### src/hw/rtl/kced_pkg.sv
package kced_pkg;

   localparam int unsigned KEYS_DEFAULT = 4;
   localparam int unsigned PIN_W        = 4;
   localparam int unsigned KEY_IDX_W    = 2;
   localparam int unsigned FLAG_W       = 7;
   localparam int unsigned TIMER_W      = 16;
   localparam int unsigned DIV_W        = 8;
   localparam int unsigned CSR_DATA_W   = 16;
   localparam int unsigned CSR_IDX_W    = 2;

   // opcodes
   localparam logic [1:0] OP_TICK  = 2'd0;
   localparam logic [1:0] OP_CHECK = 2'd1;
   localparam logic [1:0] OP_CLEAR = 2'd2;

   // register indexes
   localparam logic [CSR_IDX_W-1:0] CSR_SCAN_DIVIDER  = 2'd0;
   localparam logic [CSR_IDX_W-1:0] CSR_DOUBLE_WINDOW = 2'd1;
   localparam logic [CSR_IDX_W-1:0] CSR_LONG_TIME     = 2'd2;
   localparam logic [CSR_IDX_W-1:0] CSR_REPEAT_PERIOD = 2'd3;

   // register reset values
   localparam logic [DIV_W-1:0]   SCAN_DIVIDER_RST  = 8'd20;
   localparam logic [TIMER_W-1:0] DOUBLE_WINDOW_RST = 16'd200;
   localparam logic [TIMER_W-1:0] LONG_TIME_RST     = 16'd500;
   localparam logic [TIMER_W-1:0] REPEAT_PERIOD_RST = 16'd100;

   // flag bit positions
   localparam int unsigned F_HOLD   = 0;
   localparam int unsigned F_DOWN   = 1;
   localparam int unsigned F_UP     = 2;
   localparam int unsigned F_SINGLE = 3;
   localparam int unsigned F_DOUBLE = 4;
   localparam int unsigned F_LONG   = 5;
   localparam int unsigned F_REPEAT = 6;

   localparam logic [FLAG_W-1:0] HOLD_ONLY_MASK = 7'b000_0001;

   typedef struct packed {
      logic [1:0]           opcode;
      logic [PIN_W-1:0]     pin_levels;
      logic [KEY_IDX_W-1:0] key_index;
      logic [FLAG_W-1:0]    flag_mask;
   } req_payload_type;

   typedef struct packed {
      logic              hit;
      logic [FLAG_W-1:0] key_flags;
   } rsp_payload_type;

   // per-key command; tick, check and clear_all are already qualified by the accepted beat
   typedef struct packed {
      logic              tick;
      logic              sample;
      logic              check;
      logic              clear_all;
      logic [FLAG_W-1:0] mask;
   } key_cmd_type;

   typedef struct packed {
      logic [TIMER_W-1:0] double_window;
      logic [TIMER_W-1:0] long_time;
      logic [TIMER_W-1:0] repeat_period;
   } window_cfg_type;

endpackage

### src/hw/rtl/kced_key.sv
module kced_key (
   input  logic                           clock,
   input  logic                           reset,
   input  kced_pkg::key_cmd_type          cmd,
   input  logic                           pressed,
   input  kced_pkg::window_cfg_type       cfg,
   output logic [kced_pkg::FLAG_W-1:0]    flags,
   output logic [kced_pkg::FLAG_W-1:0]    flags_next
);

   typedef enum logic [2:0] {
      ST_IDLE      = 3'd0,
      ST_PRESSED   = 3'd1,
      ST_RELEASED  = 3'd2,
      ST_SECOND    = 3'd3,
      ST_REPEATING = 3'd4
   } click_state_type;

   click_state_type                  state_ff, state_in;
   logic [kced_pkg::TIMER_W-1:0]     timer_ff, timer_in, timer_dec;
   logic [kced_pkg::FLAG_W-1:0]      flags_ff, flags_in;
   logic                             sample_ff, sample_in;

   // timer counts down first, the state machine sees the decremented value
   assign timer_dec = (timer_ff == '0) ? '0 : timer_ff - 1'b1;

   always_comb begin
      state_in  = state_ff;
      timer_in  = timer_ff;
      flags_in  = flags_ff;
      sample_in = sample_ff;
      if (cmd.tick) begin
         timer_in = timer_dec;
         if (cmd.sample) begin
            sample_in = pressed;
            flags_in[kced_pkg::F_HOLD] = pressed;
            if (pressed && !sample_ff) begin
               flags_in[kced_pkg::F_DOWN] = 1'b1;
            end
            if (!pressed && sample_ff) begin
               flags_in[kced_pkg::F_UP] = 1'b1;
            end
            unique case (state_ff)
               ST_IDLE: begin
                  if (pressed) begin
                     timer_in = cfg.long_time;
                     state_in = ST_PRESSED;
                  end
               end
               ST_PRESSED: begin
                  if (!pressed) begin
                     timer_in = cfg.double_window;
                     state_in = ST_RELEASED;
                  end else if (timer_dec == '0) begin
                     timer_in = cfg.repeat_period;
                     flags_in[kced_pkg::F_LONG] = 1'b1;
                     state_in = ST_REPEATING;
                  end
               end
               ST_RELEASED: begin
                  if (pressed) begin
                     flags_in[kced_pkg::F_DOUBLE] = 1'b1;
                     state_in = ST_SECOND;
                  end else if (timer_dec == '0) begin
                     flags_in[kced_pkg::F_SINGLE] = 1'b1;
                     state_in = ST_IDLE;
                  end
               end
               ST_SECOND: begin
                  if (!pressed) begin
                     state_in = ST_IDLE;
                  end
               end
               ST_REPEATING: begin
                  if (!pressed) begin
                     state_in = ST_IDLE;
                  end else if (timer_dec == '0) begin
                     timer_in = cfg.repeat_period;
                     flags_in[kced_pkg::F_REPEAT] = 1'b1;
                  end
               end
               default: begin
                  state_in = ST_IDLE;   // stray encodings recover at next sample
               end
            endcase
         end
      end else if (cmd.check) begin
         // hold-only mask reports but never clears
         if (((flags_ff & cmd.mask) != '0) && (cmd.mask != kced_pkg::HOLD_ONLY_MASK)) begin
            flags_in = flags_ff & ~cmd.mask;
         end
      end else if (cmd.clear_all) begin
         flags_in = '0;
      end
   end

   always_ff @(posedge clock) begin
      if (reset) begin
         state_ff  <= ST_IDLE;
         timer_ff  <= '0;
         flags_ff  <= '0;
         sample_ff <= 1'b0;
      end else begin
         state_ff  <= state_in;
         timer_ff  <= timer_in;
         flags_ff  <= flags_in;
         sample_ff <= sample_in;
      end
   end

   assign flags      = flags_ff;
   assign flags_next = flags_in;

endmodule

### src/hw/rtl/key_click_event_detector.sv
// Key click event detector: watches up to KEYS active-low key pins (only the
// first four have pins; higher keys read as released) and turns presses into
// hold, down, up, single, double, long and repeat flags per key. A tick beat
// counts every key's window timer down and, every scan_divider-th tick,
// samples the pins and steps each key's five-state click machine. A check
// beat reports whether any masked flag of one key is set and clears those
// flags (a mask of hold alone clears nothing); a clear beat zeroes all flags.
// Every request beat yields exactly one response beat, in the next cycle.
// Throughput is one beat per clock: all per-key logic is a single
// combinational pass from the key registers to the response register, and
// the response register lets a new request in while the previous response
// is taken. req_stall is high only while a response sits stalled.
// Configuration writes are taken at any time but should be made while idle.
module key_click_event_detector #(
   parameter int unsigned KEYS = kced_pkg::KEYS_DEFAULT
) (
   input  logic                              clock,
   input  logic                              reset,
   // request channel
   input  logic                              req_valid,
   output logic                              req_stall,
   input  kced_pkg::req_payload_type         req_payload,
   // response channel
   output logic                              rsp_valid,
   input  logic                              rsp_stall,
   output kced_pkg::rsp_payload_type         rsp_payload,
   // configuration
   input  logic                              csr_write,
   input  logic [kced_pkg::CSR_IDX_W-1:0]    csr_index,
   input  logic [kced_pkg::CSR_DATA_W-1:0]   csr_data
);

   localparam int unsigned VIEW_KEYS = 1 << kced_pkg::KEY_IDX_W;

   // configuration registers
   logic [kced_pkg::DIV_W-1:0]   scan_divider_ff;
   kced_pkg::window_cfg_type     window_cfg_ff;

   // scan counter
   logic [kced_pkg::DIV_W-1:0]   scan_count_ff, scan_count_in, scan_count_inc;
   logic                         scan_hit;

   // response register
   logic                         rsp_valid_ff, rsp_valid_in;
   kced_pkg::rsp_payload_type    rsp_payload_ff, rsp_payload_in;

   logic                         req_accept;
   logic                         is_tick, is_check, is_clear;

   logic [kced_pkg::FLAG_W-1:0]  key_flags [KEYS];
   logic [kced_pkg::FLAG_W-1:0]  key_flags_next [KEYS];
   // addressable view: keys past KEYS read as zero
   logic [kced_pkg::FLAG_W-1:0]  view_now [VIEW_KEYS];
   logic [kced_pkg::FLAG_W-1:0]  view_next [VIEW_KEYS];
   logic [kced_pkg::FLAG_W-1:0]  before_flags;

   // --- handshake: one output register, stall only when it is held ---
   assign req_stall  = rsp_valid_ff & rsp_stall;
   assign req_accept = req_valid & ~req_stall;

   assign is_tick  = req_accept && (req_payload.opcode == kced_pkg::OP_TICK);
   assign is_check = req_accept && (req_payload.opcode == kced_pkg::OP_CHECK);
   assign is_clear = req_accept && (req_payload.opcode == kced_pkg::OP_CLEAR);

   // --- scan divider: 8-bit counter, zero divider samples every tick ---
   assign scan_count_inc = scan_count_ff + 1'b1;
   assign scan_hit       = (scan_count_inc >= scan_divider_ff);
   assign scan_count_in  = !is_tick ? scan_count_ff : (scan_hit ? '0 : scan_count_inc);

   // --- per-key units ---
   for (genvar k = 0; k < KEYS; k++) begin : g_key
      kced_pkg::key_cmd_type cmd;
      logic                  pressed;
      logic                  selected;

      if (k < kced_pkg::PIN_W) begin : g_pin
         assign pressed = ~req_payload.pin_levels[k];
      end else begin : g_nopin
         assign pressed = 1'b0;
      end

      if (k < VIEW_KEYS) begin : g_sel
         assign selected = (req_payload.key_index == kced_pkg::KEY_IDX_W'(k));
      end else begin : g_nosel
         assign selected = 1'b0;
      end

      assign cmd.tick      = is_tick;
      assign cmd.sample    = scan_hit;
      assign cmd.check     = is_check & selected;
      assign cmd.clear_all = is_clear;
      assign cmd.mask      = req_payload.flag_mask;

      kced_key u_key (
         .clock      (clock),
         .reset      (reset),
         .cmd        (cmd),
         .pressed    (pressed),
         .cfg        (window_cfg_ff),
         .flags      (key_flags[k]),
         .flags_next (key_flags_next[k])
      );
   end

   for (genvar v = 0; v < VIEW_KEYS; v++) begin : g_view
      if (v < KEYS) begin : g_real
         assign view_now[v]  = key_flags[v];
         assign view_next[v] = key_flags_next[v];
      end else begin : g_absent
         assign view_now[v]  = '0;
         assign view_next[v] = '0;
      end
   end

   // tick reports flags after the update; others report before clearing
   assign before_flags = is_tick ? view_next[req_payload.key_index]
                                 : view_now[req_payload.key_index];

   always_comb begin
      rsp_valid_in   = req_accept | req_stall;
      rsp_payload_in = rsp_payload_ff;
      if (req_accept) begin
         rsp_payload_in.key_flags = before_flags;
         rsp_payload_in.hit       = is_check && ((before_flags & req_payload.flag_mask) != '0);
      end
   end

   always_ff @(posedge clock) begin
      if (reset) begin
         rsp_valid_ff                <= 1'b0;
         scan_count_ff               <= '0;
         scan_divider_ff             <= kced_pkg::SCAN_DIVIDER_RST;
         window_cfg_ff.double_window <= kced_pkg::DOUBLE_WINDOW_RST;
         window_cfg_ff.long_time     <= kced_pkg::LONG_TIME_RST;
         window_cfg_ff.repeat_period <= kced_pkg::REPEAT_PERIOD_RST;
      end else begin
         rsp_valid_ff  <= rsp_valid_in;
         scan_count_ff <= scan_count_in;
         if (csr_write) begin
            unique case (csr_index)
               kced_pkg::CSR_SCAN_DIVIDER: begin
                  scan_divider_ff <= csr_data[kced_pkg::DIV_W-1:0];
               end
               kced_pkg::CSR_DOUBLE_WINDOW: begin
                  window_cfg_ff.double_window <= csr_data;
               end
               kced_pkg::CSR_LONG_TIME: begin
                  window_cfg_ff.long_time <= csr_data;
               end
               kced_pkg::CSR_REPEAT_PERIOD: begin
                  window_cfg_ff.repeat_period <= csr_data;
               end
               default: begin
               end
            endcase
         end
      end
      rsp_payload_ff <= rsp_payload_in;
   end

   assign rsp_valid   = rsp_valid_ff;
   assign rsp_payload = rsp_payload_ff;

endmodule

### config.mk
export PLATFORM = sky130hd
export DESIGN_NAME = key_click_event_detector
export DESIGN_NICKNAME = d
export VERILOG_FILES = /design/src/hw/rtl/kced_pkg.sv /design/src/hw/rtl/kced_key.sv /design/src/hw/rtl/key_click_event_detector.sv
export SDC_FILE = /design/constraint.sdc
export NUM_CORES = 1
export LEC_CHECK = 0
export BUFFER_PORTS_ARGS = -buffer_cell sky130_fd_sc_hd__clkbuf_2
export CORE_ASPECT_RATIO = 2
export CORE_MARGIN = 8
export CORE_UTILIZATION = 58
export CTS_CLUSTER_SIZE = 16
export DETAILED_ROUTE_END_ITERATION = 6
export PLACE_DENSITY = 0.81
export RECOVER_POWER = 100
export SYNTH_ARGS = -nofsm -noshare
export SYNTH_HDL_FRONTEND = slang
export SYNTH_HIERARCHICAL = 1
export SYNTH_SLANG_ARGS = --single-unit
### constraint.sdc
create_clock -name clock -period 4.3 [get_ports clock]
set_input_delay 0.86 -clock clock [delete_from_list [all_inputs] [get_ports clock]]
set_output_delay 0.86 -clock clock [all_outputs]
set_load 0.1 [all_outputs]
==> summary.txt <==
=================================================================================
HP Class                                                             register to register
Netlist area before placement                                         14500 sq um
PwrDens                                                               461 nW/um^2
Unrepaired setup endpoints after global routing                                no
Sum of negative setup slack                                                  0 ps
Sequential cell area fraction in the yosys report                           25.5%
Setup-failing EPs final                                                         0
Fraction of the cycle the final worst path needs                            95.7%
Worst Path Buf+Inv                                                              1
Via count of the first global-routing pass                                  15277
Arrival time reported for the critical path endpoint                      4320 ps
Cell with the most instances after synthesis                              nand2_1
Fill cells                                                                   2325
Net count of the mapped netlist                                              2083
Most numerous cell types in the synthesized netlist                  321 x nand2_1, 173 x dfxtp_1, 162 x a21oi_1
Worst IR Drop VDD                                                          501 uV
Cell-internal power                                                       3.84 mW
Share of the synthesized area in the top cell type                          23.9%
Number of core rows                                                            82
Leading register cell type out of synthesis                               dfxtp_1
Final critical path time including I/O delays and setup                   4110 ps
Crit-path max FO                                                               30
Top cells by area in the synthesized netlist                         dfxtp_1 24%, nand2_1 8.3%, a21oi_1 5.6%
Critical path's top delay family                                     compound AO/OA/AOI/OAI gates
GPL Wtd Cong                                                                 1.02
X dimension of the die                                                     128 um
Status                                                               finished, violations left
CTS tree                                                                     done
Total global routing track utilization                                      37.4%
Slew of the pin with the lowest slew margin                               1500 ps
Avg Synthesized Cell Area                                              7.15 sq um
Top-level port count                                                           48
Number of setup buffers added after CTS                                         0
Post-route non-filler standard cell count                                    2354
TritonCTS Buffers                                                              17
Sequential share of power                                                   27.3%
Design area                                                           15400 sq um
Buffers on Ports                                                               47
Fraction of power consumed by the clock network                             22.2%
Net switching share of the total power                                      46.1%
Total of flip-flops plus latches after synthesis                              181
Leak Pwr                                                                  5.39 nW
Initial Util                                                                58.4%
Post-synth top area cell                                                  dfxtp_1
Layout Skew                                                               12.4 ps
Max_slew headroom                                                         -0.161%
Reg-to-reg setup timing slack                                              190 ps
Insertion delay of the later-clocked pin in the worst-skew pair            460 ps
DRC violation count after routing                                               1
Layout-stage area growth over the synthesis result                          6.50%
Pre-CTS setup slack                                                        225 ps
Highest Clock Rate                                                        243 MHz
Critical setup path kind                                             register to register
Combinational share of power                                                50.5%
Net load switching power                                                  3.28 mW
Standard cell area after detailed placement                           15000 sq um
Cell count after synthesis                                                   2028
Final worst-path setup slack                                               185 ps
Vias/cell                                                                    7.10
GRT overflow                                                                    0
Type of origin of the critical path                                      register
Sum of net half-perimeters after detailed placement                       40.7 mm
Max-slew violation count                                                        1
Final antenna-violating net count                                               0
Max-cap violation count                                                         1
Most used cell along the critical path                                    nand2_1
Count of flip-flops with a built-in enable after synthesis                      8
Initial antenna violation count                                                 0
Core area                                                             24800 sq um
Initial drt markers                                                          2598
Distinct cell type count after synthesis                                       72
Global-route wire length before repair                                    87.8 mm
Number of buffers on the longest clock path                                     2
Vertical die dimension                                                     240 um
Net count of the finished layout                                             2059
CP max-delay cell                                                          mux4_2
Clock tree root buffer cell                                             clkbuf_16
Share of cells above drive strength 1                                       10.9%
Number of warnings reported in the yosys synthesis log                          6
Routed via count                                                            16707
Post-detailed-routing wire length                                         57.5 mm
Number of hold violations in the final report                                   0
Placed Instances                                                             2321
Maximum number of pins on one net before global-route repair                   74
Type of element capturing the critical path                              register
Overall die area                                                      30600 sq um
Sequence of cells on the critical path                               ha_1 -> nand3_1 -> or3_1 -> nand2_1 -> ha_1 -> a21o_1 -> a21oi_1 -> o21ai_2 -> buf_12 -> nand2_1 -> o21ai_0 -> nand2_1 -> o21ai_0 -> mux4_2 -> a222oi_1 -> mux2i_1 -> a21oi_1 -> nor2_1
Clock-pin transition on the worst setup and hold timing paths               70 ps
Worst path max stage delay                                                 510 ps
Routed len/inst                                                           24.4 um
Fraction of synthesis flops using an asynchronous set or reset pin             0%
Detailed-router iteration count before antenna repair                           7
Clk sink count                                                                181
Max H-tree Level                                                                4
Required @ worst endpoint                                                 4510 ps
Failing checks                                                       design-rule violations, max-capacitance violations, max-slew violations
=================================================================================
==> layout make-up <==
cell class / count / area, sq um / area share (%)
Tap cell: 336 / 420 / 2.72
Clock inverter: 12 / 120 / 0.778
Antenna cell: 1 / 2.50 / 0.0162
Clock buffer: 20 / 457 / 2.96
Multi-Input combinational cell: 1647 / 9890 / 64.1
Timing Repair Buffer: 102 / 634 / 4.11
Inverter: 55 / 209 / 1.35
Sequential cell: 181 / 3700 / 24.0
==> power groups by stage <==
stage / sequential [mW] / clock, mW / combinational [mW]
2_1_floorplan: 1.91 / 0 / 2.62
3_3_place_gp: 1.97 / 0 / 3.56
3_5_place_dp: 1.97 / 0 / 3.57
4_1_cts: 1.93 / 1.59 / 3.59
5_1_grt: 1.95 / 1.66 / 3.83
6_report: 1.94 / 1.58 / 3.60
==> state kept, by name, indices dropped and copies added (netlist names) <==
signal	flops
g_key.u_key/timer_ff	64
window_cfg_ff	48
g_key.u_key/flags	28
g_key.u_key/state_ff	12
rsp_payload	8
scan_count_ff	8
scan_divider_ff	8
g_key.u_key/sample_ff	4
rsp_valid	1
==> per-stage QoR <==
| step | utilization (%) | total power, mW | hold WS [ps] |
|---|---|---|---|
| 2_1_floorplan | - | 4.53 | 445 |
| 4_1_cts | 62.8 | 7.11 | 476 |
| 6_report | 62.2 | 7.12 | 487 |
| 5_1_grt | 62.2 | 7.43 | 504 |
| 3_3_place_gp | 60.5 | 5.52 | 461 |
| 3_5_place_dp | 60.5 | 5.54 | 464 |
==> logic make-up (layout without fill, tap and decap cells) <==
kind of cell / count (synthesis) / after routing / synth area share, %
other: 0 / 1 / 0
multiplexers: 32 / 32 / 3.49
flip-flops: 181 / 181 / 25.5
adder cells (fa/ha/maj): 17 / 17 / 1.47
buffers and inverters: 200 / 189 / 5.96
AND/OR/NAND/NOR: 870 / 870 / 29.7
XOR/XNOR: 16 / 16 / 0.967
AO/OA/AOI/OAI: 712 / 712 / 32.9
==> final timing paths <==
path | endpoint | cells after the start | startpoint
worst max register to register | rsp_payload[7] | 18 | scan_count_ff[1]
worst min register to register | scan_count_ff[7] | 2 | scan_count_ff[7]
worst min-delay path | scan_count_ff[7] | 2 | scan_count_ff[7]
worst max-delay path | rsp_payload[7] | 18 | scan_count_ff[1]
==> repair_timing <==
| item | 4_1_cts | 5_1_grt |
|---|---|---|
| endpoints found under the setup margin | 0 | 1 |
| hold buffers | 0 | 0 |
| hold endpoints to repair | 0 | 0 |
| gates resized for setup | 0 | 6 |
==> placed cells by master (no fill, tap or decap), types with 42 or more instances in the layout <==
cell and n:
a22oi_1 55, inv_1 54, a21oi_1 161, nand2_1 327, buf_4 42, nor2_1 159, o21ai_0 167, dfxtp_1 172
nand3_1 92, nor3_1 48
==> worst reg2reg max path, delay by kind of cell (launching register included) <==
family          cells  cell delay [ps]
buf+inv             1              180
fa+ha+maj           2              450
mux                 2              640
simple gates        6              980
flops               1              370
compound gates      7             1250
==> layer usage <==
layer / GRT usage (%) / up-vias / part of all wire (%)
met3: 10.1 / 338 / 13
li1: - / 7500 / -
met1: 43.1 / 7604 / 34
met4: 30.8 / 0 / 9.5
met5: 0 / - / 0
met2: 57.0 / 1265 / 43
(Power assumes the default switching activity.)
